### src/rtl/core/assert_macros.svh
// assertion helpers, clocked on clk and disabled while rst is high
`ifndef ASSERT_MACROS_SVH
`define ASSERT_MACROS_SVH
`ifndef SYNTHESIS
`define ASSERT_IMPLY(lbl, a, b, msg) \
  lbl: assert property (@(posedge clk) disable iff (rst) (a) |-> (b)) else $error(msg);
`define ASSERT_IMPLY_NEXT(lbl, a, b, msg) \
  lbl: assert property (@(posedge clk) disable iff (rst) (a) |=> (b)) else $error(msg);
`else
`define ASSERT_IMPLY(lbl, a, b, msg)
`define ASSERT_IMPLY_NEXT(lbl, a, b, msg)
`endif
`endif

### src/rtl/core/pwlf_pkg.sv
`default_nettype none
package pwlf_pkg;
  localparam int POS_W  = 32;
  localparam int MAG_W  = 33;
  localparam int SQ_W   = 66;
  localparam int NUM_W  = 99;
  localparam int DEN_W  = 70;
  localparam int F_W    = 50;
  localparam int K_W    = 31;
  localparam int HOP_W  = 16;
  localparam int KK_W   = 62;
  localparam int LEN_W  = 47;
  localparam int ROOT_W = 34;
  localparam int ACC_W  = 48;

  localparam logic [1:0] KIND_SPRING = 2'd0;
  localparam logic [1:0] KIND_ATTR   = 2'd1;
  localparam logic [1:0] KIND_REP    = 2'd2;

  typedef enum logic [3:0] {
    ST_IDLE, ST_SQ, ST_DEC, ST_ROOT, ST_NUMGO, ST_NUM, ST_DIVGO, ST_DIV, ST_ACC, ST_DONE
  } state_t;

  typedef struct packed {
    logic start_sq;
    logic start_num;
    logic start_div;
  } lane_ctl_t;
endpackage
`default_nettype wire

### src/rtl/core/pwlf_sqrt.sv
`default_nettype none
module pwlf_sqrt (
  input  wire logic                 clk,
  input  wire logic                 rst,
  input  wire logic                 start,
  input  wire logic [pwlf_pkg::SQ_W-1:0]   s,
  output logic                      busy,
  output logic [pwlf_pkg::ROOT_W-1:0] root
);
  import pwlf_pkg::*;

  logic [2*ROOT_W-1:0] sh;
  logic [ROOT_W+3:0]   rem;
  logic [5:0]          cnt;
  logic [ROOT_W+3:0]   rem_t;
  logic [ROOT_W+3:0]   trial;

  always_ff @(posedge clk) begin
    if (rst) begin
      busy <= 1'b0;
      cnt  <= '0;
    end else if (start) begin
      busy <= 1'b1;
      cnt  <= 6'(ROOT_W);
    end else if (busy) begin
      cnt <= cnt - 1'b1;
      if (cnt == 6'd1) busy <= 1'b0;
    end
  end

  // two radicand bits per step
  assign rem_t = {rem[ROOT_W+1:0], sh[2*ROOT_W-1 -: 2]};
  assign trial = {2'b00, root, 2'b01};

  always_ff @(posedge clk) begin
    if (start) begin
      sh   <= (2*ROOT_W)'(s);
      rem  <= '0;
      root <= '0;
    end else if (busy) begin
      sh <= sh << 2;
      if (rem_t >= trial) begin
        rem  <= rem_t - trial;
        root <= {root[ROOT_W-2:0], 1'b1};
      end else begin
        rem  <= rem_t;
        root <= {root[ROOT_W-2:0], 1'b0};
      end
    end
  end
endmodule
`default_nettype wire

### config.mk
export PLATFORM = sky130hd
export DESIGN_NAME = pwlf_sqrt
export DESIGN_NICKNAME = d
export VERILOG_FILES = /design/src/rtl/core/assert_macros.svh /design/src/rtl/core/pwlf_pkg.sv /design/src/rtl/core/pwlf_sqrt.sv
export SDC_FILE = /design/constraint.sdc
export NUM_CORES = 1
export LEC_CHECK = 0
export BUFFER_PORTS_ARGS = -buffer_cell sky130_fd_sc_hd__buf_2
export CAP_MARGIN = 20
export CORE_UTILIZATION = 45
export CTS_CLUSTER_DIAMETER = 40
export DETAILED_ROUTE_END_ITERATION = 8
export PLACE_DENSITY = 0.65
export SETUP_SLACK_MARGIN = 0.15
export SYNTH_ARGS = -nofsm -noshare
export SYNTH_HDL_FRONTEND = slang
export SYNTH_SLANG_ARGS = --single-unit
### constraint.sdc
create_clock -name clk -period 4.51 [get_ports clk]
set_input_delay 0.6765 -clock clk [delete_from_list [all_inputs] [get_ports clk]]
set_output_delay 0.6765 -clock clk [all_outputs]
set_load 0.02 [all_outputs]
== After elaboration in Yosys (flattened, before gate mapping) ==
Index checks and enable logic that the tools add are counted.
Word-level totals
  register bits: 145
  bits of input ports: 69
  word-level logic and storage cells: 22
Cells by class
  $add $sub $neg: 2
  magnitude comparators: 1
  equality and inequality tests: 1
  muxes and demuxes: 9
  reductions and logical operators: 2
Operator list (number)
  66-bit two-way mux: 2
  38-bit by 36-bit >= comparator with 1-bit output: 1
  36-bit two-way mux: 1
  36-bit subtractor: 1
  6-bit two-way mux: 2
  6-bit by 1-bit == test with 1-bit output, second input constant: 1
  6-bit by 1-bit subtractor with 6-bit output, second input constant: 1
  1-bit two-way mux: 4
  2-bit nonzero test: 1
  2-bit OR reduction: 1

== Longest topological paths before layout ==
  depth after elaboration: 4
  gate-level depth with buffers: 14
  depth with buffers taken out: 11

== Least setup slack after synthesis ==
Ideal clock, no wire load.
  kind: flip-flop to flip-flop
  from: register root[0] (netlist name)
  to: register rem[17]
  arrival time: 2.820 ns
  data required time: 4.376 ns
  setup slack: 1.556 ns
  stages on the path, launching flop included: 14
  path buffers: 2
  cell sequence: dfxtp_1 -> inv_1 -> ha_1 -> nor2b_4 -> o31a_1 -> o31a_1 -> or3_4 -> a211oi_4 -> o31a_4 -> buf_12 -> buf_12 -> nor2_1 -> a21oi_1 -> o22ai_1
On the way
  word-level cells in the longest chain between the ends: 2
  elaborated cells on any way between the ends: 3
  classes of those cells: add/sub (1); order compare (1); mux (1)
RTL lines
  from (decl): RTL line pwlf_sqrt.sv:8  | output logic [pwlf_pkg::ROOT_W-1:0] root
  from (signal assigned): RTL line pwlf_sqrt.sv:44  | root <= {root[ROOT_W-2:0], 1'b1};
  from (signal assigned): RTL line pwlf_sqrt.sv:47  | root <= {root[ROOT_W-2:0], 1'b0};
  36-bit subtractor / 38-bit by 36-bit >= comparator with 1-bit output (equally long branches): RTL line pwlf_sqrt.sv:43, pwlf_sqrt.sv:42
  36-bit two-way mux *: RTL line pwlf_sqrt.sv:42  | if (rem_t >= trial) begin
  to (signal assigned): RTL line pwlf_sqrt.sv:43  | rem <= rem_t - trial;
  to (signal assigned): RTL line pwlf_sqrt.sv:46  | rem <= rem_t;
  to (decl): RTL line pwlf_sqrt.sv:13  | logic [ROOT_W+3:0] rem;
Every way passes the cells marked *; elsewhere a longest branch is shown, timed or not.
A chain may end at the register's enable or synchronous reset.

== Worst setup path after layout ==
  from: register root[0] (netlist name)
  to: register rem[31]
The elaborated chain is that of the path after synthesis.

==> flow_metrics.env <==
export IMPL_clkSinkCount=145
export IMPL_timing_setup_tns_ns=0
export IMPL_worstReg2RegStart="root[0]$_SDFFE_PP0P_"
export IMPL_cts_buffer_depth=2
export IMPL_layout_core_utilization=0.533
export IMPL_synthCells=782
export IMPL_setup_worst_path_end_class="flip-flop"
export IMPL_first_pass_grt_wire_length_um=27800
export IMPL_report_final_hold_viol_count=0
export IMPL_firstDrtPassIters=4
export IMPL_synth_enable_flop_cells=66
export IMPL_cap_viol_max_count=0
export IMPL_critical_path_destination="rem[31]$_SDFFE_PP0P_"
export IMPL_clockRootBuffer="clkbuf_16"
export IMPL_report_final_slew_viol_count=0
export IMPL_die_width_um=136
export IMPL_gp_routability_congestion=0.837
export IMPL_routed_via_density=5.33
export IMPL_synth_top_cell_area_share=0.245
export IMPL_power_internal_uw=3540
export IMPL_final_cell_mix="buf_2 (102), nor2_1 (100), dfxtp_1 (78)"
export IMPL_insertion_delay_ns=0.43
export IMPL_rsz0062_at_grt="false"
export IMPL_register_area_mm2=0.00357
export IMPL_n_fill_cell=1603
export IMPL_final_setup_skew_ns=0.00972
export IMPL_total_area_of_multi_input_combinational_cells_mm2=0.00415
export IMPL_ys_ff_latch=145
export IMPL_synth_top_cells_by_area="edfxtp_1 (24%), dfxtp_1 (20%), mux2_2 (8.9%), ha_1 (5.9%), mux2i_1 (5.4%)"
export IMPL_gr_total_overflow=0
export IMPL_finalSetupViolCount=0
export IMPL_initial_utilization=0.465
export IMPL_clkPwrFrac=0.234
export IMPL_synthesis_area_per_instance_um2=10.4
export IMPL_drt_iter0_drc=291
export IMPL_grt_pass1_vias=5724
export IMPL_drc_errors=0
export IMPL_ys_warnings_count=0
export IMPL_max_slew_worst_pin_slew_ns=0.868
export IMPL_antenna_cells_inserted=0
export IMPL_worst_r2r_setup_slack_ns=1.08
export IMPL_dp_hpwl_um=11000
export IMPL_pin_count_of_the_biggest_net_entering_global_routing=73
export IMPL_r2r_end="rem[31]$_SDFFE_PP0P_"
export IMPL_hold_buffers=0
export IMPL_fin_nets=971
export IMPL_count_of_nets_left_with_antenna_violations_after_detail_routing=0
export IMPL_htreeDepth=4
export IMPL_clk_transition_reported_paths_ns=0.06
export IMPL_port_buffers=103
export IMPL_num_cts_buffers=17
export IMPL_cp_max_fo=57
export IMPL_layout_area_overhead_vs_synth_pct=14.6
export IMPL_run_status="completed"
export IMPL_vdd_ir_drop_worst_mv=0.618
export IMPL_synth_net_count=889
export IMPL_post_route_cells_drive_above_1_share=0.281
export IMPL_asyncSetResetFlopFracSynth=0
export IMPL_timing_final_crit_share=0.761
export IMPL_wirelength_um=16300
export IMPL_crit_path_from="root[0]$_SDFFE_PP0P_"
export IMPL_io_pin_count=104
export IMPL_worstSetupStartpointType="flip-flop"
export IMPL_synthDominantAreaCellType="edfxtp_1"
export IMPL_worst_slew_margin=0.422
export IMPL_detail_routed_net_length_per_standard_cell_um=14.8
export IMPL_arrival_worst_endpoint_ns=3.71
export IMPL_cts_setup_buffers=0
export IMPL_fp_dieH_um=136
export IMPL_cp_data_required_time_ns=4.78
export IMPL_mostFrequentLayoutCell="buf_2"
export IMPL_rr_worst_depth=10
export IMPL_switching_share=0.399
export IMPL_placement_rows=48
export IMPL_track_usage=0.189
export IMPL_yosys_cell_types_count=60
export IMPL_core_area_mm2=0.0174
export IMPL_post_cts_resize_count=0
export IMPL_power_density_mw_per_mm2=634
export IMPL_combined_area_of_all_synthesized_cells_mm2=0.00810
export IMPL_switchingPower_uw=2350
export IMPL_clock_tree_from_tritoncts="yes"
export IMPL_via_count=5873
export IMPL_die_area_mm2=0.0185
export IMPL_grt_antenna_before_repair=0
export IMPL_leakage_power_summed_over_all_cells_uw=0.00372
export IMPL_fin_crit_ns=3.43
export IMPL_p_comb_frac=0.480
export IMPL_max_frequency_ghz=0.291
export IMPL_portion_of_the_post_synthesis_area_used_by_sequential_elements=0.440
export IMPL_synth_main_ff_cell="dfxtp_1"
export IMPL_hold_class="reg -> reg"
export IMPL_criticalPathCategory="reg -> reg"
export IMPL_seq_power_share=0.286
-- area by class of cell --
cell class / count / share of cell area
timing repair buffer: 107 / 0.0594
clock buffer: 18 / 0.0462
inverter: 43 / 0.0174
sequential: 145 / 0.384
tap: 225 / 0.0303
clock inverter: 14 / 0.0159
multi-input combinational: 550 / 0.446
-- routing by layer --
metal | share of wire | wire, µm | track usage | vias to the layer above
met5 | 0 | 0 | 0 | -
met4 | 0.011 | 175 | 0.0586 | 0
met3 | 0.057 | 919 | 0.0641 | 17
met2 | 0.44 | 7180 | 0.283 | 120
met1 | 0.49 | 7980 | 0.255 | 2742
li1 | - | - | - | 2994
-- synth_stat cells, types with 8 or more instances --
| cell | count |
|---|---|
| a211oi_1 | 12 |
| a211oi_2 | 16 |
| a21o_1 | 10 |
| a21oi_1 | 39 |
| a21oi_2 | 16 |
| a31oi_1 | 8 |
| clkbuf_1 | 32 |
| dfxtp_1 | 79 |
| edfxtp_1 | 66 |
| ha_1 | 38 |
| inv_1 | 43 |
| mux2_2 | 64 |
| mux2i_1 | 44 |
| nand2_1 | 26 |
| nand2b_1 | 9 |
| nand3_1 | 12 |
| nor2_1 | 100 |
| nor2b_1 | 8 |
| nor3_1 | 13 |
| o21ai_0 | 24 |
| xnor2_1 | 21 |
| xor2_1 | 16 |
-- power groups by stage --
stage | clock (µW) | combinational, µW | sequential, µW
2_1_floorplan | 0 | 2590 | 1670
3_3_place_gp | 0 | 2800 | 1710
3_5_place_dp | 0 | 2810 | 1710
4_1_cts | 1420 | 2830 | 1680
5_1_grt | 1470 | 3160 | 1700
6_report | 1380 | 2830 | 1680
-- flip-flops by register name, indices dropped and copies added (netlist names) --
| name | count |
|---|---|
| busy | 1 |
| cnt | 6 |
| rem | 36 |
| root | 34 |
| sh | 68 |
-- logic make-up (layout without fill, tap and decap cells) --
logic type | count (synthesis) | after routing | synth area share
compound gates | 168 | 168 | 0.153
flops | 145 | 145 | 0.440
simple gates | 199 | 199 | 0.116
buf+inv | 87 | 182 | 0.0486
mux | 108 | 108 | 0.143
fa+ha+maj | 38 | 38 | 0.0587
xor+xnor | 37 | 37 | 0.0400
-- worst min path at each step --
stage | from | end | cells after the start
after floorplan | rem[35]$_SDFFE_PP0P_ | rem[35]$_SDFFE_PP0P_ | 2
after global placement | sh[64]$_DFFE_PP_ | sh[66]$_SDFFE_PP0P_ | 2
after detailed placement | sh[64]$_DFFE_PP_ | sh[66]$_SDFFE_PP0P_ | 2
after CTS | sh[64]$_DFFE_PP_ | sh[66]$_SDFFE_PP0P_ | 2
after global routing | rst | cnt[5]$_SDFFE_PP0P_ | 2
final | sh[64]$_DFFE_PP_ | sh[66]$_SDFFE_PP0P_ | 2
-- stage by stage --
stage / cells / worst slack (ns) / hold slack, ns / total power, µW / area [µm²]
2_1_floorplan: 782 / 1.56 / 0.437 / 4260 / 8100
3_3_place_gp: 1070 / 1.12 / 0.463 / 4510 / 8710
3_5_place_dp: 1070 / 1.05 / 0.471 / 4520 / 8710
4_1_cts: 1102 / 1.04 / 0.488 / 5930 / 9280
5_1_grt: 1102 / 0.823 / 0.509 / 6330 / 9280
6_report: 1102 / 1.08 / 0.483 / 5890 / 9280
-- critical path, stage by stage (launching register included) --
cell and delay (ns):
dfxtp_1 0.36, inv_1 0.05, ha_1 0.33, nor2b_4 0.15, o31a_1 0.27, o31a_1 0.28
or3_4 0.41, a211oi_4 0.29, o31a_4 0.68, nand2b_1 0.32, o221ai_1 0.13
(Power assumes the default switching activity.)
