<file path="src/rtl/core/assert_macros.svh">
// assertion helpers, clocked on clk and disabled while rst is high
`ifndef ASSERT_MACROS_SVH
`define ASSERT_MACROS_SVH
`ifndef SYNTHESIS
`define ASSERT_IMPLY(lbl, a, b, msg) \
  lbl: assert property (@(posedge clk) disable iff (rst) (a) |-> (b)) else $error(msg);
`define ASSERT_IMPLY_NEXT(lbl, a, b, msg) \
  lbl: assert property (@(posedge clk) disable iff (rst) (a) |=> (b)) else $error(msg);
`else
`define ASSERT_IMPLY(lbl, a, b, msg)
`define ASSERT_IMPLY_NEXT(lbl, a, b, msg)
`endif
`endif

</file>
<file path="src/rtl/core/pwlf_pkg.sv">
`default_nettype none
package pwlf_pkg;
  localparam int POS_W  = 32;
  localparam int MAG_W  = 33;
  localparam int SQ_W   = 66;
  localparam int NUM_W  = 99;
  localparam int DEN_W  = 70;
  localparam int F_W    = 50;
  localparam int K_W    = 31;
  localparam int HOP_W  = 16;
  localparam int KK_W   = 62;
  localparam int LEN_W  = 47;
  localparam int ROOT_W = 34;
  localparam int ACC_W  = 48;

  localparam logic [1:0] KIND_SPRING = 2'd0;
  localparam logic [1:0] KIND_ATTR   = 2'd1;
  localparam logic [1:0] KIND_REP    = 2'd2;

  typedef enum logic [3:0] {
    ST_IDLE, ST_SQ, ST_DEC, ST_ROOT, ST_NUMGO, ST_NUM, ST_DIVGO, ST_DIV, ST_ACC, ST_DONE
  } state_t;

  typedef struct packed {
    logic start_sq;
    logic start_num;
    logic start_div;
  } lane_ctl_t;
endpackage
`default_nettype wire

</file>
<file path="src/rtl/core/pwlf_smul.sv">
`default_nettype none
module pwlf_smul #(
  parameter int A_W = 33,
  parameter int B_W = 66
) (
  input  wire logic             clk,
  input  wire logic             rst,
  input  wire logic             start,
  input  wire logic [A_W-1:0]   a,
  input  wire logic [B_W-1:0]   b,
  output logic                  busy,
  output logic [A_W+B_W-1:0]    p
);
  localparam int P_W   = A_W + B_W;
  localparam int CNT_W = $clog2(B_W + 1);

  logic [P_W-1:0]   acc;
  logic [P_W-1:0]   a_sh;
  logic [B_W-1:0]   b_sh;
  logic [CNT_W-1:0] cnt;

  always_ff @(posedge clk) begin
    if (rst) begin
      busy <= 1'b0;
      cnt  <= '0;
    end else if (start) begin
      busy <= 1'b1;
      cnt  <= CNT_W'(B_W);
    end else if (busy) begin
      cnt <= cnt - 1'b1;
      if (cnt == CNT_W'(1)) busy <= 1'b0;
    end
  end

  // shift-add, one multiplier bit per cycle
  always_ff @(posedge clk) begin
    if (start) begin
      acc  <= '0;
      a_sh <= P_W'(a);
      b_sh <= b;
    end else if (busy) begin
      if (b_sh[0]) acc <= acc + a_sh;
      a_sh <= a_sh << 1;
      b_sh <= b_sh >> 1;
    end
  end

  assign p = acc;
endmodule
`default_nettype wire

</file>
<file path="src/rtl/core/pwlf_div.sv">
`default_nettype none
module pwlf_div (
  input  wire logic                       clk,
  input  wire logic                       rst,
  input  wire logic                       start,
  input  wire logic [pwlf_pkg::NUM_W-1:0] num,
  input  wire logic [pwlf_pkg::DEN_W-1:0] den,
  output logic                            busy,
  output logic [pwlf_pkg::F_W-1:0]        f
);
  import pwlf_pkg::*;

  localparam logic [NUM_W:0] F_CAP = (NUM_W+1)'(1) << (F_W - 1);

  logic [NUM_W-1:0] n_sh;
  logic [NUM_W-1:0] q;
  logic [DEN_W:0]   rem;
  logic [DEN_W-1:0] d;
  logic [6:0]       cnt;
  logic [DEN_W:0]   rem_t;
  logic             rnd;
  logic [NUM_W:0]   q_r;

  always_ff @(posedge clk) begin
    if (rst) begin
      busy <= 1'b0;
      cnt  <= '0;
    end else if (start) begin
      busy <= 1'b1;
      cnt  <= 7'(NUM_W);
    end else if (busy) begin
      cnt <= cnt - 1'b1;
      if (cnt == 7'd1) busy <= 1'b0;
    end
  end

  assign rem_t = {rem[DEN_W-1:0], n_sh[NUM_W-1]};

  // restoring division, one quotient bit per cycle
  always_ff @(posedge clk) begin
    if (start) begin
      n_sh <= num;
      d    <= den;
      q    <= '0;
      rem  <= '0;
    end else if (busy) begin
      n_sh <= n_sh << 1;
      if (rem_t >= {1'b0, d}) begin
        rem <= rem_t - {1'b0, d};
        q   <= {q[NUM_W-2:0], 1'b1};
      end else begin
        rem <= rem_t;
        q   <= {q[NUM_W-2:0], 1'b0};
      end
    end
  end

  // round half away from zero, then cap the magnitude
  assign rnd = ({rem, 1'b0} >= {2'b00, d});
  assign q_r = {1'b0, q} + (NUM_W+1)'(rnd);
  assign f   = (q_r > F_CAP) ? F_CAP[F_W-1:0] : q_r[F_W-1:0];
endmodule
`default_nettype wire

</file>
<file path="src/rtl/core/pwlf_lane.sv">
`default_nettype none
module pwlf_lane (
  input  wire logic                       clk,
  input  wire logic                       rst,
  input  wire pwlf_pkg::lane_ctl_t        ctl,
  input  wire logic [pwlf_pkg::MAG_W-1:0] mag,
  input  wire logic [pwlf_pkg::SQ_W-1:0]  oper,
  input  wire logic [pwlf_pkg::DEN_W-1:0] den,
  output logic                            busy,
  output logic [pwlf_pkg::SQ_W-1:0]       sq,
  output logic [pwlf_pkg::F_W-1:0]        f
);
  import pwlf_pkg::*;

  logic [SQ_W-1:0]  b_sel;
  logic [NUM_W-1:0] prod;
  logic             mul_busy;
  logic             div_busy;
  logic [MAG_W-1:0] mag_q;

  always_ff @(posedge clk) begin
    if (ctl.start_sq) mag_q <= mag;
  end

  // first pass squares the component, second forms the numerator
  assign b_sel = ctl.start_sq ? SQ_W'(mag) : oper;

  pwlf_smul #(.A_W(MAG_W), .B_W(SQ_W)) u_mul (
    .clk(clk), .rst(rst), .start(ctl.start_sq | ctl.start_num),
    .a(ctl.start_sq ? mag : mag_q), .b(b_sel), .busy(mul_busy), .p(prod)
  );

  pwlf_div u_div (
    .clk(clk), .rst(rst), .start(ctl.start_div), .num(prod), .den(den),
    .busy(div_busy), .f(f)
  );

  assign sq   = prod[SQ_W-1:0];
  assign busy = mul_busy | div_busy;
endmodule
`default_nettype wire

</file>
<file path="config.mk">
export PLATFORM = sky130hd
export DESIGN_NAME = pwlf_lane
export DESIGN_NICKNAME = d
export VERILOG_FILES = /design/src/rtl/core/assert_macros.svh /design/src/rtl/core/pwlf_pkg.sv /design/src/rtl/core/pwlf_smul.sv /design/src/rtl/core/pwlf_div.sv /design/src/rtl/core/pwlf_lane.sv
export SDC_FILE = /design/constraint.sdc
export NUM_CORES = 2
export LEC_CHECK = 0
export BUFFER_PORTS_ARGS = -buffer_cell sky130_fd_sc_hd__buf_2
export CAP_MARGIN = 30
export CORE_MARGIN = 2
export CORE_UTILIZATION = 62
export DETAILED_ROUTE_END_ITERATION = 8
export PLACE_DENSITY = 0.82
export SYNTH_ARGS = -nofsm -noshare
export SYNTH_HDL_FRONTEND = slang
export SYNTH_SLANG_ARGS = --single-unit
</file>
<file path="constraint.sdc">
create_clock -name clk -period 8.3 [get_ports clk]
set_clock_uncertainty 0.2 [all_clocks]
set_input_delay 1.245 -clock clk [delete_from_list [all_inputs] [get_ports clk]]
set_output_delay 1.245 -clock clk [all_outputs]
set_load 0.05 [all_outputs]
</file>
[Word level (Yosys, flattened, before mapping)]
Cells that the tools add are included.
Word-level totals
  output and inout port bits: 117
  register bits after elaboration: 652
  input port bits: 174
  logic and storage cells: 53
Operators by class
  bitwise logic cells: 2
  equality and inequality tests: 2
  reduce and logical (&&, ||, !) cells: 5
  add/sub/neg operators: 5
  order comparisons: 3
  muxes and demuxes: 21
Operators by type and width (count)
  $mux 66: 3
  $mux 99: 2
  $add 99x1->100: 1
  $gt 100x50->1 const B: 1
  $add 99x99->99: 1
  $mux 33: 3
  $ge 72x70->1: 1
  $ge 71x70->1: 1
  $mux 71: 1
  $sub 71x70->71: 1
  $mux 50: 1
  $mux 7: 4
  $eq 7x1->1 const B: 2
  $sub 7x1->7 const B: 2
  $mux 1: 7
  $reduce_bool 2->1: 2
  $reduce_or 2->1: 2
  $or 1x1->1: 2
  $reduce_and 2->1: 1

[Logic depth before layout (Yosys ltp)]
  depth in word-level cells: 4
  depth in mapped cells: 29
  depth with buffers taken out: 26

[Modules after synthesis]
From an unflattened synthesis, not the netlist that was laid out.
Unflattened totals
  cells, all modules: 4289
  area total of the unflattened synthesis: 39419.1 µm²
By module, submodules not included
  pwlf_div: sequential area each 8638.3 µm², cells an instance 2331, area each 21094.0 µm², instances 1
  pwlf_smul: sequential area each 6436.2 µm², cells an instance 1813, area each 16349.4 µm², instances 1
  pwlf_lane: sequential area each 660.6 µm², cells an instance 145, area each 1975.6 µm², instances 1

[Least setup slack after synthesis]
Ideal clock, no wire load.
  path kind: reg-to-output
  start: register u_div.d[14]
  end: output f[36] (netlist name)
  buffers on the path: 2
  data arrival time: 6320 ps
  required time: 6855 ps
  cell stages (with the launch flop): 29
  slack: 535 ps
  path through: edfxtp_1 > inv_1 > ha_1 > clkbuf_1 > nand2_1 > nor2_1 > a21oi_1 > o221a_2 > o31ai_1 > a21o_1 > a211oi_1 > o21ba_2 > o221ai_1 > a21boi_0 > o41ai_1 > ha_1 > ha_1 > and3_1 > nand3_1 > or4_1 > or3_1 > or3_1 > xor2_1 > o2111ai_1 > nor4_1 > and3_1 > nand3_2 > clkbuf_1 > nor2_1
Between the ends
  longest elaborated chain between the ends: 4
Ends and longest elaborated chain
  from (decl): line pwlf_div.sv:18  | logic [DEN_W-1:0] d;
  from (signal assigned): line pwlf_div.sv:43  | d <= den;
  $ge 72x70->1 (*): line pwlf_div.sv:59  | assign rnd = ({rem, 1'b0} >= {2'b00, d});
  $add 99x1->100 (*): line pwlf_div.sv:60  | assign q_r = {1'b0, q} + (NUM_W+1)'(rnd);
  $gt 100x50->1: line pwlf_div.sv:61  | assign f = (q_r > F_CAP) ? F_CAP[F_W-1:0] : q_r[F_W-1:0];
  $mux 50 (*): line pwlf_div.sv:61
  to (decl): line pwlf_lane.sv:11  | output logic [pwlf_pkg::F_W-1:0] f
Every way passes the cells marked *; elsewhere a longest branch is shown, timed or not.

[Worst setup path in the final report]
  start: register u_div.d[9]
  end: output f[8] (netlist name)
The elaborated chain is that of the path after synthesis.

==> out/metrics.csv <==
metric,value,unit
crit_cells,30,
holdPathStages,2,
io_buffers,290,
drt_iter0_markers,3166,
powerDensity,187,nW/um2
crit_buf_inv,5,
ff2ff_setup_slack,2.78,ns
finalHoldViolCount,0,
synth_top_family_by_area,simple AND/OR/NAND/NOR gates,
r2r_cells,13,
worst_pin_slew,1.01,ns
htree_levels,3,
worstSetupStartpointType,flip-flop,
slew_headroom,32.1,%
first_pass_iters,6,
cp.required,6.86,ns
yosys.area_share.adder,5.68,%
post-route-period-util,98.7,%
synth_area_leader_cell,edfxtp_1,
synth-simple-area-share,17.7,%
syn_area,39200,um2
final_util,70.2,%
ys_seq_elements,652,
ant_nets,0,
met1_length,44600,um
cp_max_fo,12,
cts_tree,done,
synth_ff_type,dfxtp_1,
areaGrowthSynthToFinish,12.4,%
cp_slowest_stage_delay,0.44,ns
grt_remaining_overflow,0,
hold_class,reg2reg,
rr_startpoint,u_div.d[4],
rows,92,
cp.arrival,6.75,ns
cts.path.max_buffers,3,
fin_area,44100,um2
num-nets-final,4907,
async_reset_ff_share,0,%
drv_slew,0,
vias_per_cell,6.14,
synth-compound-area-share,15.7,%
post_drt_wl_per_cell,19.2,um
avgSynthCellArea,8.76,um2
status,finished clean,
routabilityCongestion,0.961,
groute.usage.overall,30.3,%
syn-num-nets,4831,
fin_setup_tns,0,ns
cap_violations,0,
drt_drc_violations_left,0,
synth_xor_area_share,5.42,%
rsz0062_at_grt,yes,
max_freq,122,MHz
yosysMostFrequentCell,nand2_1,
place_ws,0.213,ns
wl,105000,um
yosysWarnings,0,
peakVddDrop,182,uV
worstSkewPairLatency,0.62,ns
synth-edff-count,268,
power.leakage,18.1,nW
startpoint,u_div.d[9],
final.setup.worst_slack,0.108,ns
antenna_found_initial,4,
die_h,256,um
dieArea,65300,um2
dpl_cell_area,40600,um2
finalSetupViolations,0,
postSynthCellCount,4480,
grt_pass1_vias,32400,
die_w,256,um
grt_max_degree,163,
ios,291,
place_hpwl,70800,um
drive_above_1_share,15.8,%
seq_area_frac_synth,40.1,%
crit_end,f[8],
root_buffer,clkbuf_16,
ys_types,80,
fin_crit,8.19,ns
dr_total_vias,33600,
clk_pin_slew,0.07,ns
wl_met3,6380,um
numCtsBuffers,73,
initial_utilization,62.4,%
cp_slowest_cell,or4_4,
synth_common_cells,"nand2_1 (511), nor2_1 (477), dfxtp_1 (384), a21oi_1 (342), edfxtp_1 (268)",
grt_pass1_wl,166000,um
muxShareOfSynthArea,9.70,%
synth.top_cell.area_share,20.5,%
cts_hold_buf,0,
clock_sink_count,652,
synthTopCellsByArea,"edfxtp_1 (21%), dfxtp_1 (20%), mux2i_1 (5.9%), ha_1 (5.6%), nand2_1 (4.9%)",
highest_layer,met5,
rr_endpoint,u_div.rem[7],
core_area,62900,um2
crit_type,reg2out,
hold_ws,0.269,ns
cp_top_family,simple AND/OR/NAND/NOR gates,
endpoint_kind,output pin,
met2_wirelength,49900,um
-- worst min-delay path: stages, from the launching register on --
cell	delay, ns
dfxtp_1	0.30
inv_1	0.04
o21ai_0	0.07
-- cells in the final DEF, fill, tap and decap left out, types with 15 or more instances in the layout --
cell,netlist,final
nand2_1,511,506
nor2_1,477,439
dfxtp_1,384,382
a21oi_1,342,339
edfxtp_1,268,268
o21ai_0,262,260
buf_2,11,238
mux2i_1,232,232
inv_1,177,172
ha_1,175,161
xnor2_1,145,145
mux2_2,132,132
nand4_1,109,109
xor2_1,98,97
nand3_1,94,93
nor3_1,87,85
a21o_1,82,82
clkbuf_16,0,77
buf_4,68,54
o21bai_1,53,53
a311oi_1,47,47
nor2_2,10,35
buf_6,1,35
and3_1,37,34
a31oi_1,33,33
nor4_1,34,31
a211oi_1,25,25
nand2b_1,25,25
o31ai_1,25,24
and4_1,21,21
or3_1,23,20
o21a_1,17,17
o211ai_1,17,17
and2_1,17,16
clkbuf_1,231,16
or2_2,16,15
-- worst min-delay path by stage --
stage / startpoint / to / slack, ns
2_1_floorplan: mag_q[0] / mag_q[0] / 0.23
3_3_place_gp: mag_q[0] / mag_q[0] / 0.25
3_5_place_dp: mag_q[18] / mag_q[18] / 0.26
4_1_cts: mag_q[18] / mag_q[18] / 0.27
5_1_grt: u_mul.p[73] / u_mul.p[73] / 0.30
6_report: mag_q[18] / mag_q[18] / 0.27
-- layout make-up --
cell class,count,area [um2]
flip-flops and latches,652,15700
well taps,846,1060
repair buffers,346,2360
diodes,3,7.51
clock inverters,31,355
inverters,177,667
fillers,4806,18800
clock buffers,104,2120
multi-input cells,3306,21800
-- per-stage QoR --
| stage | instances | power, mW |
|---|---|---|
| floorplan | 4480 | 4.58 |
| global placement | 5308 | 4.86 |
| detailed placement | 5310 | 4.89 |
| CTS | 5451 | 8.22 |
| global route | 5465 | 8.52 |
| finish | 5465 | 8.23 |
-- logic make-up (layout without fill, tap and decap cells) --
kind of cell	after synthesis	in the layout
and+or+nand+nor	1519	1519
AOI/OAI and AO/OA	1003	1003
DFF	652	652
buffers and inverters	522	658
muxes	364	364
xor gates and xnor gates	243	243
adders and majority gates	177	177
other	0	3
-- repair_timing --
| action | in CTS | in global routing |
|---|---|---|
| gates resized for setup | 107 | 103 |
| setup buffers | 3 | 8 |
| pin swaps | 5 | 15 |
| cloned | 3 | 3 |
| endpoints found under the setup margin | 50 | 49 |
-- flip-flops by register name, indices dropped and copies added (netlist names) --
signal,flops
u_div.cnt,7
u_mul.busy,1
u_mul.a_sh,99
u_div.q,99
u_mul.cnt,7
u_div.busy,1
u_div.rem,71
u_div.n_sh,99
u_mul.p,99
mag_q,33
u_mul.b_sh,66
u_div.d,70
-- report_power, final --
part | switching (mW) | internal [mW] | total, mW
Combinational | 0.771 | 0.480 | 1.25
Sequential | 0.102 | 3.55 | 3.65
Clock | 1.35 | 1.97 | 3.33
Total | 2.23 | 6.00 | 8.23
-- layer usage --
metal  GRT usage [%]  vias to the layer above
met5               0                        -
met4            11.5                        2
met3            4.18                      274
met2            51.1                     1269
met1            39.7                    15900
li1                -                    16100
Note: power is estimated with default switching activity, not from simulation.
