### config.mk
export PLATFORM = sky130hd
export DESIGN_NAME = pwlf_smul
export DESIGN_NICKNAME = d
export VERILOG_FILES = /design/src/rtl/core/assert_macros.svh /design/src/rtl/core/pwlf_smul.sv
export SDC_FILE = /design/constraint.sdc
export NUM_CORES = 1
export LEC_CHECK = 0
export ABC_AREA = 1
export BUFFER_PORTS_ARGS = -buffer_cell sky130_fd_sc_hd__clkbuf_2
export CORE_MARGIN = 8
export CORE_UTILIZATION = 61
export DETAILED_ROUTE_END_ITERATION = 6
export PLACE_DENSITY = 0.9
export SYNTH_ARGS = -nofsm -noshare
export SYNTH_HDL_FRONTEND = slang
export SYNTH_SLANG_ARGS = --single-unit
### constraint.sdc
create_clock -name clk -period 4.7 [get_ports clk]
set_clock_uncertainty 0.15 [all_clocks]
set_input_delay 0.47 -clock clk [delete_from_list [all_inputs] [get_ports clk]]
set_output_delay 0.47 -clock clk [all_outputs]
set_load 0.05 [all_outputs]
### src/rtl/core/assert_macros.svh
// assertion helpers, clocked on clk and disabled while rst is high
`ifndef ASSERT_MACROS_SVH
`define ASSERT_MACROS_SVH
`ifndef SYNTHESIS
`define ASSERT_IMPLY(lbl, a, b, msg) \
  lbl: assert property (@(posedge clk) disable iff (rst) (a) |-> (b)) else $error(msg);
`define ASSERT_IMPLY_NEXT(lbl, a, b, msg) \
  lbl: assert property (@(posedge clk) disable iff (rst) (a) |=> (b)) else $error(msg);
`else
`define ASSERT_IMPLY(lbl, a, b, msg)
`define ASSERT_IMPLY_NEXT(lbl, a, b, msg)
`endif
`endif

### src/rtl/core/pwlf_smul.sv
`default_nettype none
module pwlf_smul #(
  parameter int A_W = 33,
  parameter int B_W = 66
) (
  input  wire logic             clk,
  input  wire logic             rst,
  input  wire logic             start,
  input  wire logic [A_W-1:0]   a,
  input  wire logic [B_W-1:0]   b,
  output logic                  busy,
  output logic [A_W+B_W-1:0]    p
);
  localparam int P_W   = A_W + B_W;
  localparam int CNT_W = $clog2(B_W + 1);

  logic [P_W-1:0]   acc;
  logic [P_W-1:0]   a_sh;
  logic [B_W-1:0]   b_sh;
  logic [CNT_W-1:0] cnt;

  always_ff @(posedge clk) begin
    if (rst) begin
      busy <= 1'b0;
      cnt  <= '0;
    end else if (start) begin
      busy <= 1'b1;
      cnt  <= CNT_W'(B_W);
    end else if (busy) begin
      cnt <= cnt - 1'b1;
      if (cnt == CNT_W'(1)) busy <= 1'b0;
    end
  end

  // shift-add, one multiplier bit per cycle
  always_ff @(posedge clk) begin
    if (start) begin
      acc  <= '0;
      a_sh <= P_W'(a);
      b_sh <= b;
    end else if (busy) begin
      if (b_sh[0]) acc <= acc + a_sh;
      a_sh <= a_sh << 1;
      b_sh <= b_sh >> 1;
    end
  end

  assign p = acc;
endmodule
`default_nettype wire

== Word-level counts from Yosys, hierarchy flattened ==
Cells that the tools add are included.

* Word-level logic and storage cells: 22
* Bits of input ports: 102
* Flip-flop bits (word level): 272

* Reduce and logical (&&, ||, !) cells: 3
* Muxes and demuxes: 9
* Equality and inequality tests: 1
* Add/subtract/negate cells: 2

{| class="wikitable"
|+ Operator list
! kind !! count
|-
| $mux W66 || 2
|-
| $add A99 B99 Y99 || 1
|-
| $mux W33 || 2
|-
| $mux W7 || 2
|-
| $eq A7 B1 Y1 const B || 1
|-
| $sub A7 B1 Y7 const B || 1
|-
| $mux W1 || 3
|-
| $reduce_and A2 Y1 || 1
|-
| $reduce_bool A2 Y1 || 1
|-
| $reduce_or A2 Y1 || 1
|}

== Logic depth before layout (Yosys ltp) ==
Gate-level depths: netlist of the first run.

* Depth after elaboration: 4
* Gate-level depth with buffers: 17
* Gate-level depth less buffers: 17

== Least setup slack after synthesis of the first run ==
OpenSTA, ideal clock, no wires.

* Path kind: register to register
* From: register busy
* To: register a_sh[0] (enable)
* Slack: 0.225 ns
* Setup time: 0.503 ns
* Cell stages (with the launch flop): 4
* Clock period less this slack: 4.475 ns
* Required time: 4.047 ns
* Arrival: 3.822 ns
* Path buffers: 1
* Cell sequence: dfxtp_1 nor2_1 inv_1 clkbuf_1

* Word-level cells in the longest chain between the ends: 1

{| class="wikitable"
|+ Ends and longest elaborated chain
! element !! line !! RTL
|-
| from (decl) || pwlf_smul.sv:11 || <nowiki>output logic busy,</nowiki>
|-
| from (signal assigned) || pwlf_smul.sv:24 || <nowiki>busy <= 1'b0;</nowiki>
|-
| from (signal assigned) || pwlf_smul.sv:27 || <nowiki>busy <= 1'b1;</nowiki>
|-
| from (signal assigned) || pwlf_smul.sv:31 || <nowiki>if (cnt == CNT_W'(1)) busy <= 1'b0;</nowiki>
|-
| $reduce_bool A2 Y1 (no source line) || n/a ||
|-
| to (signal assigned) || pwlf_smul.sv:39 || <nowiki>a_sh <= P_W'(a);</nowiki>
|-
| to (signal assigned) || pwlf_smul.sv:43 || <nowiki>a_sh <= a_sh << 1;</nowiki>
|-
| to (decl) || pwlf_smul.sv:18 || <nowiki>logic [P_W-1:0] a_sh;</nowiki>
|}

No other way between the ends.
A chain may end at the register's enable or synchronous reset.

== Final worst setup path of the first run ==
* From: register acc[72] (netlist: p[72])
* To: register acc[74] (netlist: p[74])

* Word-level cells in the longest chain between the ends: 1

{| class="wikitable"
|+ Ends and longest elaborated chain
! element !! line !! RTL
|-
| from (decl) || pwlf_smul.sv:17 || <nowiki>logic [P_W-1:0] acc;</nowiki>
|-
| from (signal assigned) || pwlf_smul.sv:42 || <nowiki>if (b_sh[0]) acc <= acc + a_sh;</nowiki>
|-
| $add A99 B99 Y99 || pwlf_smul.sv:42 ||
|}

No other way between the ends.

==> flow_metrics.tcl, run 1 <==
set metrics [dict create \
    drive_above_1_share_pct 11.4 \
    grt_usage_pct 33.6 \
    drt_iter0_drc 2199 \
    clk_pin_slew_worst_paths_ps 70 \
    utilization_pct 68.7 \
    hp-class "in2reg" \
    p_seq_share_pct 42.4 \
    fmax_mhz 326 \
    vias 21300 \
    hold_viol 0 \
    drt_first_pass_iters 7 \
    areaGrowthSynthToFinish_pct 12.0 \
    rrSetupSlack_ps 1630 \
    grt_setup_unrepaired "no" \
    grt_antenna_before_repair 2 \
    path_class "reg2reg" \
    via_per_inst 5.36 \
    die_x_um 199 \
    syn_area_per_cell_um2 6.11 \
    power.switching_uw 2030 \
    dpl.cell_count 3923 \
    synth.ff_latch_count 272 \
    yosys-top-cells-area "nand2_1 22%, dfxtp_1 17%, edfxtp_1 15%, inv_1 12%, nor2_1 6.9%" \
    cp-start-kind "flip-flop" \
    cts_made_buffers 29 \
    core_area_mm2 0.0332 \
    syn-cell-area_mm2 0.0204 \
    grt_pass1_wl_um 105000 \
    post_cts_buffers 0 \
    end_kind "flip-flop" \
    setup_violations 0 \
    worstPathRequired_ps 5040 \
    cts_tree "built" \
    grt_max_degree 91 \
    diodes 0 \
    synth_cell_types 41 \
    crit_fanout 5 \
    violations "design-rule violations" \
    htree_levels 1 \
    worstSkewPairLatency_ps 570 \
    synth_nets 3536 \
    place_hpwl_um 54100 \
    die_h_um 199 \
    sw_frac_of_total_pct 31.5 \
    die-area_mm2 0.0395 \
    leakagePower_uw 0.0128 \
    layout_commonest_cell "nand2_1" \
    grt_overflow 0 \
    min_period_ps 3070 \
    place.gp.congestion 1.11 \
    pwr-share-clk_pct 37.0 \
    worst_slack_ps 1630 \
    grt_pass1_vias 19900 \
    status "complete, but fails checks" \
    synth.largest_area_cell "nand2_1" \
    initial_utilization_pct 61.4 \
    place_ws_ps 1920 \
    cts_root_buffer "clkbuf_16" \
    cp_data_arrival_time_ps 3410 \
    ios 202 \
    tightest_slew_ps 1000 \
    max_cap_violations 0 \
    portBuffers 201 \
    fin_cells 3977 \
    irDropWorstVdd_uv 366 \
    ant_nets 0 \
    powerDensity_mw_per_mm2 282 \
    synthDominantCellAreaShare_pct 22.5 \
    comb_power_share_pct 20.5 \
    drv_slew 0 \
    cts.sinks 272 \
    intPower_uw 4410 \
    period_share_pct 65.2 \
    final_cell_mix "1,219 x nand2_1, 646 x inv_1, 373 x nor2_1, 200 x clkbuf_2, 173 x dfxtp_1" \
    finalNetCount 3710 \
    fin_total_pwr_uw 6440 \
    slew_headroom_pct 33.2 \
    fin_setup_tns_ps 0 \
    ctsLongestPathBuffers 3 \
    drc_errors 1 \
    fillers 2986 \
    wl_um 67600 \
    synth_warnings 0 \
    post_drt_wl_per_cell_um 17.0 \
    syn_inst 3333 \
    rows 67 \
    seq_area_frac_synth_pct 31.6 \
]
==> area by class of cell <==
cell class | count | area (µm²) | area share (%)
clock buffers | 41 | 873 | 3.83
flip-flops and latches | 272 | 6440 | 28.2
clock inverters | 12 | 128 | 0.559
well taps | 448 | 561 | 2.46
multi-input cells | 2319 | 11100 | 48.9
repair buffers | 211 | 1130 | 4.94
inverters | 674 | 2540 | 11.1
==> critical path, stage by stage, from the launching register on <==
cell     delay, ps
dfxtp_1        450
ha_1           370
nand2_1        240
inv_1           60
a21oi_1        420
nand2_1        160
a21oi_1        240
nand2_1         90
nor2_1         420
nand3_1        160
nand2_1         90
nor2_1          60
nor2_1          80
==> cells in the mapped netlist (all sizes together) <==
cell type,count
a21boi,4
a21oi,109
a221oi,1
a31o,3
a31oi,3
a41oi,1
and2,3
and3,4
buf,10
clkbuf,58
clkinv,2
dfxtp,173
edfxtp,99
fa,1
ha,100
inv,672
nand2,1254
nand3,122
nand3b,2
nand4,22
nor2,425
nor3,24
nor4,5
o21ai,93
o21bai,18
o22ai,64
or2,2
xnor2,12
xor2,47
==> kinds of logic after synthesis <==
family | after synthesis | share of synthesized area, %
and+or+nand+nor | 1863 | 37.9
buffers and inverters | 742 | 13.7
AOI/OAI and AO/OA | 296 | 8.06
DFF | 272 | 31.6
adders and majority gates | 101 | 6.24
xor gates and xnor gates | 59 | 2.54
==> per-stage QoR <==
| step | hold slack (ps) | cell area, µm² |
|---|---|---|
| after global routing | 19.6 | 22800 |
| after CTS | 3.17 | 22800 |
| after detailed placement | 336 | 21800 |
| after floorplan | 299 | 20400 |
| final | 16.9 | 22800 |
| after global placement | 315 | 21800 |
==> power groups by stage <==
stage	clock (µW)	sequential (µW)	combinational, µW
global placement	0	2770	1270
floorplan	0	2980	727
global route	2490	2750	1450
finish	2380	2730	1320
detailed placement	0	2780	1290
CTS	2400	2730	1310
==> sequential cells by signal (all words and copies together) (netlist names) <==
| register | flops |
|---|---|
| b_sh | 66 |
| busy | 1 |
| cnt | 7 |
| a_sh | 99 |
| p | 99 |
==> per-layer routing <==
layer	vias up	track usage [%]	wire [µm]
met5	-	0	23
met4	4	12.2	2610
met3	153	6.43	6900
met2	1031	53.4	29400
met1	9648	45.1	28600
li1	10500	-	-
==> final timing paths <==
kind / start / end / cells past startpoint
min reg2reg: a_sh[32] / a_sh[33] / 2
max reg2reg: p[72] / p[74] / 12
min: b[65] / b_sh[65] / 3
max: p[72] / p[74] / 12
==> timing repair <==
item,in CTS,in global routing
endpoints found under the hold margin,1,0
resized for setup,0,0
hold buffers,1,0
Power figures use the tool's default switching activity.
==> run 2, diff against run 1 <==
--- a/config.mk
+++ b/config.mk
@@ -5,12 +5,12 @@
 export SDC_FILE = /design/constraint.sdc
 export NUM_CORES = 1
 export LEC_CHECK = 0
-export ABC_AREA = 1
+export ABC_AREA = 0
 export BUFFER_PORTS_ARGS = -buffer_cell sky130_fd_sc_hd__clkbuf_2
 export CORE_MARGIN = 8
-export CORE_UTILIZATION = 61
+export CORE_UTILIZATION = 54
 export DETAILED_ROUTE_END_ITERATION = 6
-export PLACE_DENSITY = 0.9
+export PLACE_DENSITY = 0.86
 export SYNTH_ARGS = -nofsm -noshare
 export SYNTH_HDL_FRONTEND = slang
 export SYNTH_SLANG_ARGS = --single-unit
==> constraint.sdc (replaced) <==
create_clock -name clk -period 2.5 [get_ports clk]
set_clock_uncertainty 0.15 [all_clocks]
set_input_delay 0.25 -clock clk [delete_from_list [all_inputs] [get_ports clk]]
set_output_delay 0.25 -clock clk [all_outputs]
set_load 0.05 [all_outputs]
==> run 2 against run 1 <==
Net effect:
- the run now fails in global routing (5_1_grt)
- area after synthesis fell by 20%
- synthesized cell count fell by 45%
==> flow_metrics.tcl, run 2 <==
set metrics [dict create \
    ios 202 \
    syn_inst 1831 \
    place.gp.congestion 1.05 \
    synth.ff_latch_count 272 \
    die_x_um 190 \
    rows 63 \
    initial_utilization_pct 55.0 \
    synth_edf_count 99 \
    grt_max_degree 68 \
    cts.sinks 272 \
    synth_cell_types 75 \
    ctsLongestPathBuffers 3 \
    grt_pass1_wl_um 156000 \
    yosys-top-cells-count "233 x nand2_1, 189 x a21oi_1, 173 x dfxtp_1" \
    portBuffers 201 \
    synth_warnings 0 \
    yosys-top-cells-area "dfxtp_1 21%, edfxtp_1 18%, ha_1 7.7%, mux2_2 6.6%, a21oi_1 5.8%" \
    firstError "[ERROR GRT-0116] Global routing finished with congestion. Check the congestion regions in the DRC Viewer." \
    htree_levels 1 \
    place_hpwl_um 44400 \
    synth-main-ff-cell "dfxtp_1" \
    grt_overflow 8 \
    seq_area_frac_synth_pct 39.4 \
    place_ws_ps -794 \
    syn_area_per_cell_um2 8.92 \
    stop_stage "global routing (5_1_grt)" \
    cts_root_buffer "clkbuf_16" \
    synth.largest_area_cell "dfxtp_1" \
    grt_pass1_vias 24800 \
    grt_usage_pct 57.2 \
    ys_async_sr_fraction_pct 0 \
    status "stopped before the end" \
    synth_nets 2034 \
    cts_made_buffers 30 \
    synthDominantCellAreaShare_pct 21.2 \
    syn-cell-area_mm2 0.0163 \
    die_h_um 190 \
    yosysMostFrequentCell "nand2_1" \
]
-- run 2: cell count changes after synthesis, moves of 42 or more --
cell and delta:
nand2_1 -986, inv_1 -623, nor2_1 -210, mux2_2 +96, nand3_1 -81, a21oi_1 +80, mux2i_1 +66, o22ai_1 -63
a21o_1 +43, o21ai_0 +42
-- run 2: kinds of logic after synthesis --
logic type	Yosys count	synth area share, %
multiplexers	162	10.7
adder cells (fa/ha/maj)	101	7.78
flip-flops	272	39.4
XOR/XNOR	90	4.83
AND/OR/NAND/NOR	592	16.5
buffers and inverters	133	3.25
AO/OA/AOI/OAI	481	17.6
-- run 2: timing repair --
| action | in CTS |
|---|---|
| setup endpoints to repair | 90 |
| pin swaps | 110 |
| buffers inserted | 40 |
| gates resized for setup | 203 |
| endpoints found under the hold margin | 116 |
| hold buffers | 101 |
-- run 2: through the flow --
step	cells	area, µm²
CTS	3103	26000
global placement	2910	22800
floorplan	1831	17400
detailed placement	2910	22800
-- run 2: metal layers --
layer | track usage [%] | GRT overflow
met2 | 74.8 | 0
met1 | 56.5 | 0
met3 | 41.9 | 0
met4 | 53.3 | 8
met5 | 21.0 | 0
==> run 3, diff against run 2 <==
--- a/config.mk
+++ b/config.mk
@@ -8,9 +8,9 @@
 export ABC_AREA = 0
 export BUFFER_PORTS_ARGS = -buffer_cell sky130_fd_sc_hd__clkbuf_2
 export CORE_MARGIN = 8
-export CORE_UTILIZATION = 54
+export CORE_UTILIZATION = 40
 export DETAILED_ROUTE_END_ITERATION = 6
-export PLACE_DENSITY = 0.86
+export PLACE_DENSITY_LB_ADDON = 0.15
 export SYNTH_ARGS = -nofsm -noshare
 export SYNTH_HDL_FRONTEND = slang
 export SYNTH_SLANG_ARGS = --single-unit
==> constraint.sdc (replaced) <==
create_clock -name clk -period 3.25 [get_ports clk]
set_clock_uncertainty 0.15 [all_clocks]
set_input_delay 0.325 -clock clk [delete_from_list [all_inputs] [get_ports clk]]
set_output_delay 0.325 -clock clk [all_outputs]
set_load 0.05 [all_outputs]
==> run 3 against run 2 <==
Net effect:
- synthesized cell count unchanged
- area after synthesis unchanged
- the flow now finishes without violations
==> flow_metrics.tcl, run 3 <==
set metrics [dict create \
    status "complete, no violations" \
    leakagePower_uw 0.00949 \
    powerDensity_mw_per_mm2 419 \
    drv_slew 0 \
    worst_slack_ps 62.7 \
    ant_nets 0 \
    rows 74 \
    synth.largest_area_cell "dfxtp_1" \
    final-seq-area_mm2 0.00647 \
    grt_setup_unrepaired "yes" \
    slew_headroom_pct 44.8 \
    tightest_slew_ps 828 \
    core_area_mm2 0.0406 \
    ys_async_sr_fraction_pct 0 \
    drc_errors 0 \
    yosys-top-cells-count "233 x nand2_1, 189 x a21oi_1, 173 x dfxtp_1" \
    grt_max_degree 111 \
    drt_iter0_drc 912 \
    hp-class "reg2reg" \
    cts_tree "built" \
    portBuffers 201 \
    cts.sinks 272 \
    sw_frac_of_total_pct 27.0 \
    cts_made_buffers 34 \
    crit_fanout 2 \
    fillers 3729 \
    fin_cells 2886 \
    cts_root_buffer "clkbuf_16" \
    pwr-share-clk_pct 42.3 \
    multi_input_area_mm2 0.0101 \
    grt_pass1_vias 15300 \
    intPower_uw 6890 \
    grt_pass1_wl_um 81900 \
    areaGrowthSynthToFinish_pct 37.8 \
    min_period_ps 3190 \
    max_cap_violations 0 \
    initial_utilization_pct 40.3 \
    drive_above_1_share_pct 32.5 \
    p_seq_share_pct 40.7 \
    finalNetCount 2530 \
    syn_area_per_cell_um2 8.92 \
    die-area_mm2 0.0476 \
    place_ws_ps -196 \
    yosysMostFrequentCell "nand2_1" \
    path_class "reg2reg" \
    place.gp.congestion 0.907 \
    synth_warnings 0 \
    post_drt_wl_per_cell_um 18.1 \
    die_h_um 218 \
    clk_pin_slew_worst_paths_ps 60 \
    synth-main-ff-cell "dfxtp_1" \
    fmax_mhz 314 \
    dpl.cell_count 2707 \
    end_kind "flip-flop" \
    power.switching_uw 2550 \
    synth_cell_types 75 \
    grt_antenna_before_repair 1 \
    synth_edf_count 99 \
    layout_commonest_cell "buf_4" \
    cp_data_arrival_time_ps 3520 \
    synthDominantCellAreaShare_pct 21.2 \
    worstPathRequired_ps 3580 \
    vias 15400 \
    fin_total_pwr_uw 9440 \
    place_hpwl_um 38500 \
    syn_inst 1831 \
    via_per_inst 5.33 \
    grt_overflow 0 \
    hold_viol 0 \
    synth.ff_latch_count 272 \
    seq_area_frac_synth_pct 39.4 \
    ios 202 \
    syn-cell-area_mm2 0.0163 \
    yosys-top-cells-area "dfxtp_1 21%, edfxtp_1 18%, ha_1 7.7%, mux2_2 6.6%, a21oi_1 5.8%" \
    final_cell_mix "261 x buf_4, 231 x nand2_1, 200 x clkbuf_2, 162 x a21oi_1, 160 x nor2_1" \
    setup_violations 0 \
    comb_power_share_pct 17.0 \
    ctsLongestPathBuffers 3 \
    period_share_pct 98.1 \
    synth_nets 2034 \
    worstSkewPairLatency_ps 560 \
    drt_first_pass_iters 7 \
    die_x_um 218 \
    grt_usage_pct 21.2 \
    irDropWorstVdd_uv 497 \
    cp-start-kind "flip-flop" \
    htree_levels 2 \
    wl_um 52300 \
]
## run 3: cell counts after synthesis
Identical to the previous run, type by type.
## run 3: routing by layer
metal | track usage, % | wire length (µm) | up-vias
li1 | - | - | 7680
met1 | 27.0 | 23200 | 7254
met2 | 35.9 | 25300 | 361
met3 | 4.13 | 2640 | 77
met4 | 6.16 | 1200 | 2
met5 | 0 | 8 | -
## run 3: power by group through the flow
stage                     logic (µW)  clock network, µW  registers [µW]
after floorplan                  738                  0            3990
after global placement          1390                  0            3890
after detailed placement        1400                  0            3900
after CTS                       1520               4080            3830
after global routing            1740               4230            3860
final                           1610               3990            3840
## run 3: worst paths after layout
check,start,slack (ps),endpoint,cells after the start
worst min-delay path,p[45],320,p[45],2
worst max register to register,a_sh[0],60,p[98],13
worst min register to register,p[45],320,p[45],2
worst max-delay path,a_sh[0],60,p[98],13
## run 3: cells by family (layout without fill, tap and decap cells)
logic type,Yosys count,count (layout),share of synthesized area [%]
and+or+nand+nor,592,592,16.5
AOI/OAI and AO/OA,481,481,17.6
DFF,272,272,39.4
muxes,162,162,10.7
buffers and inverters,133,655,3.25
adders and majority gates,101,101,7.78
xor gates and xnor gates,90,90,4.83
other,0,1,0
## run 3: worst max-delay path, stage by stage (launching register included)
cell and delay [ps]:
edfxtp_1 400, ha_2 200, inv_2 50, fa_2 190
nand2b_4 140, a21oi_4 60, o2111ai_4 260, a21oi_2 100
o21ai_2 210, a31oi_2 130, or4b_4 500, and3_4 190
or4_1 390, a21oi_1 140
## run 3: through the flow
stage                     hold WS (ps)  util [%]  cell area (µm²)  setup TNS, ps
after floorplan                    326         -            16400          -25.6
after global placement             299      48.2            19500           -672
after detailed placement           307      48.2            19500          -2140
after CTS                          319      53.7            21800              0
after global routing               333      55.5            22500           -169
final                              317      55.5            22500              0
## run 3: timing repair
action                     CTS  global route
buffers inserted             0            15
pin swaps                    2            35
setup endpoints to repair   28            46
hold endpoints to repair   117             0
resized for setup           16           133
hold buffers               101             0
## run 3: area by class of cell
class                   count  share of cell area (%)
repair buffers            568                    18.0
inverters                  25                   0.417
diodes                      1                  0.0111
clock inverters            14                   0.973
well taps                 532                    2.96
clock buffers              48                    4.20
multi-input cells        1426                    44.7
flip-flops and latches    272                    28.7
==> run 4, diff against run 3 <==
--- a/config.mk
+++ b/config.mk
@@ -11,6 +11,7 @@
 export CORE_UTILIZATION = 40
 export DETAILED_ROUTE_END_ITERATION = 6
 export PLACE_DENSITY_LB_ADDON = 0.15
+export RECOVER_POWER = 25
 export SYNTH_ARGS = -nofsm -noshare
 export SYNTH_HDL_FRONTEND = slang
 export SYNTH_SLANG_ARGS = --single-unit
==> run 4 against run 3 <==
Net effect:
- the flow now finishes with violations (max-capacitance violations, max-slew violations)
- sequential power barely moved
- design area is essentially flat
- total power about the same
- worst hold slack unchanged
- final cell count is the same
- register-to-register slack hardly changed
- die area is the same
- clock-buffer cell count is the same
- critical path type unchanged
==> flow_metrics.tcl, run 4 (synthesized netlist as in run 3, its figures left out) <==
set metrics [dict create \
    areaGrowthSynthToFinish_pct 37.8 \
    tightest_slew_ps 1520 \
    die-area_mm2 0.0476 \
    grt_overflow 0 \
    powerDensity_mw_per_mm2 419 \
    worstSkewPairLatency_ps 560 \
    layout_commonest_cell "buf_4" \
    die_x_um 218 \
    grt_max_degree 111 \
    cp-start-kind "flip-flop" \
    wl_um 52300 \
    cts.sinks 272 \
    clk_pin_slew_worst_paths_ps 60 \
    period_share_pct 98.1 \
    finalNetCount 2530 \
    drv_slew 23 \
    cp_cell_sequence "ha_2 > inv_2 > fa_2 > nand2b_4 > a21oi_4 > o2111ai_4 > a21oi_2 > o21ai_2 > a31oi_2 > or4b_4 > and3_4 > or4_1 > a21oi_1" \
    grt_pass1_wl_um 81900 \
    die_h_um 218 \
    post_drt_wl_per_cell_um 18.1 \
    crit_slowest_cell "or4b_4" \
    drc_errors 0 \
    vias 15400 \
    irDropWorstVdd_uv 497 \
    portBuffers 201 \
    initial_utilization_pct 40.3 \
    drt_first_pass_iters 5 \
    place_hpwl_um 38500 \
    htree_levels 2 \
    use_met3_pct 4.13 \
    ant_nets 0 \
    fmax_mhz 314 \
    drive_above_1_share_pct 32.5 \
    use_met1_pct 27.0 \
    leakagePower_uw 0.00948 \
    violations "max-capacitance violations, max-slew violations" \
    place.gp.congestion 0.907 \
    max_cap_violations 1 \
    cts_tree "built" \
    cts_root_buffer "clkbuf_16" \
    hold_viol 0 \
    worstPathRequired_ps 3580 \
    grt_setup_unrepaired "yes" \
    hp-class "reg2reg" \
    grt_pass1_vias 15300 \
    setup_violations 0 \
    end_kind "flip-flop" \
    core_area_mm2 0.0406 \
    min_period_ps 3190 \
    fin_setup_tns_ps 0 \
    path_class "reg2reg" \
    final_cell_mix "261 x buf_4, 231 x nand2_1, 200 x clkbuf_2, 162 x a21oi_1, 160 x nor2_1" \
    status "complete, but fails checks" \
    cts_made_buffers 34 \
    via_per_inst 5.33 \
    cp_data_arrival_time_ps 3520 \
    grt-busiest-layer "met2" \
    dpl.cell_count 2707 \
    use_met2_pct 35.9 \
    slew_headroom_pct -1.57 \
    grt_antenna_before_repair 1 \
    critPathMaxStageDelay_ps 500 \
    worst_slack_ps 62.7 \
    crit_fanout 2 \
    drt_iter0_drc 912 \
    ctsLongestPathBuffers 3 \
    place_ws_ps -196 \
    grt_usage_pct 21.2 \
    fin_cells 2886 \
    ios 202 \
    rows 74 \
]
==> run 4: final timing paths <==
kind,startpoint,to,slack (ps),depth (start not counted)
setup / recovery,a_sh[0],p[98],60,13
hold / removal,p[45],p[45],320,2
setup reg to reg,a_sh[0],p[98],60,13
hold reg to reg,p[45],p[45],320,2
==> run 4: what timing repair did <==
action / 4_1_cts / 5_1_grt
setup endpoints to repair: 28 / 46
endpoints found under the hold margin: 117 / 0
resized for setup: 16 / 133
hold buffers: 101 / 0
pin swaps: 2 / 35
buffers inserted: 0 / 15
==> run 4: metal layers <==
metal	share of wire [%]	routed length [µm]
met5	0.015	8
met4	2.3	1190
met3	5.1	2660
met2	48	25300
met1	44	23200
==> run 4: final cells by class <==
class                      count  area, µm²
antenna                        1       2.50
clock buffer                  48        946
clock inverter                14        219
fill                        3730      18100
inverter                      25       93.8
multi-input combinational   1426      10100
sequential                   272       6470
tap                          532        666
timing repair buffer         568       4050
==> run 4: stage by stage <==
stage / hold slack, ps / util [%] / power, µW / instance area, µm²
floorplan: 326 / - / 4730 / 16400
global placement: 299 / 48.2 / 5280 / 19500
detailed placement: 307 / 48.2 / 5300 / 19500
CTS: 319 / 53.7 / 9430 / 21800
global route: 333 / 55.5 / 9830 / 22500
finish: 317 / 55.5 / 9440 / 22500
==> run 4: critical path: cells and delay by family (launching register included) <==
| family | cells | cell delay [ps] |
|---|---|---|
| compound gates | 6 | 900 |
| fa+ha+maj | 2 | 390 |
| buf+inv | 1 | 50 |
| flops | 1 | 400 |
| simple gates | 4 | 1220 |
==> run 4: power by group <==
part	switching, µW	total [µW]	leakage [µW]	internal [µW]
Combinational	847	1600	0.00652	758
Sequential	99.7	3840	0.00241	3740
Clock	1600	3990	0.000559	2390
Total	2550	9440	0.00948	6890
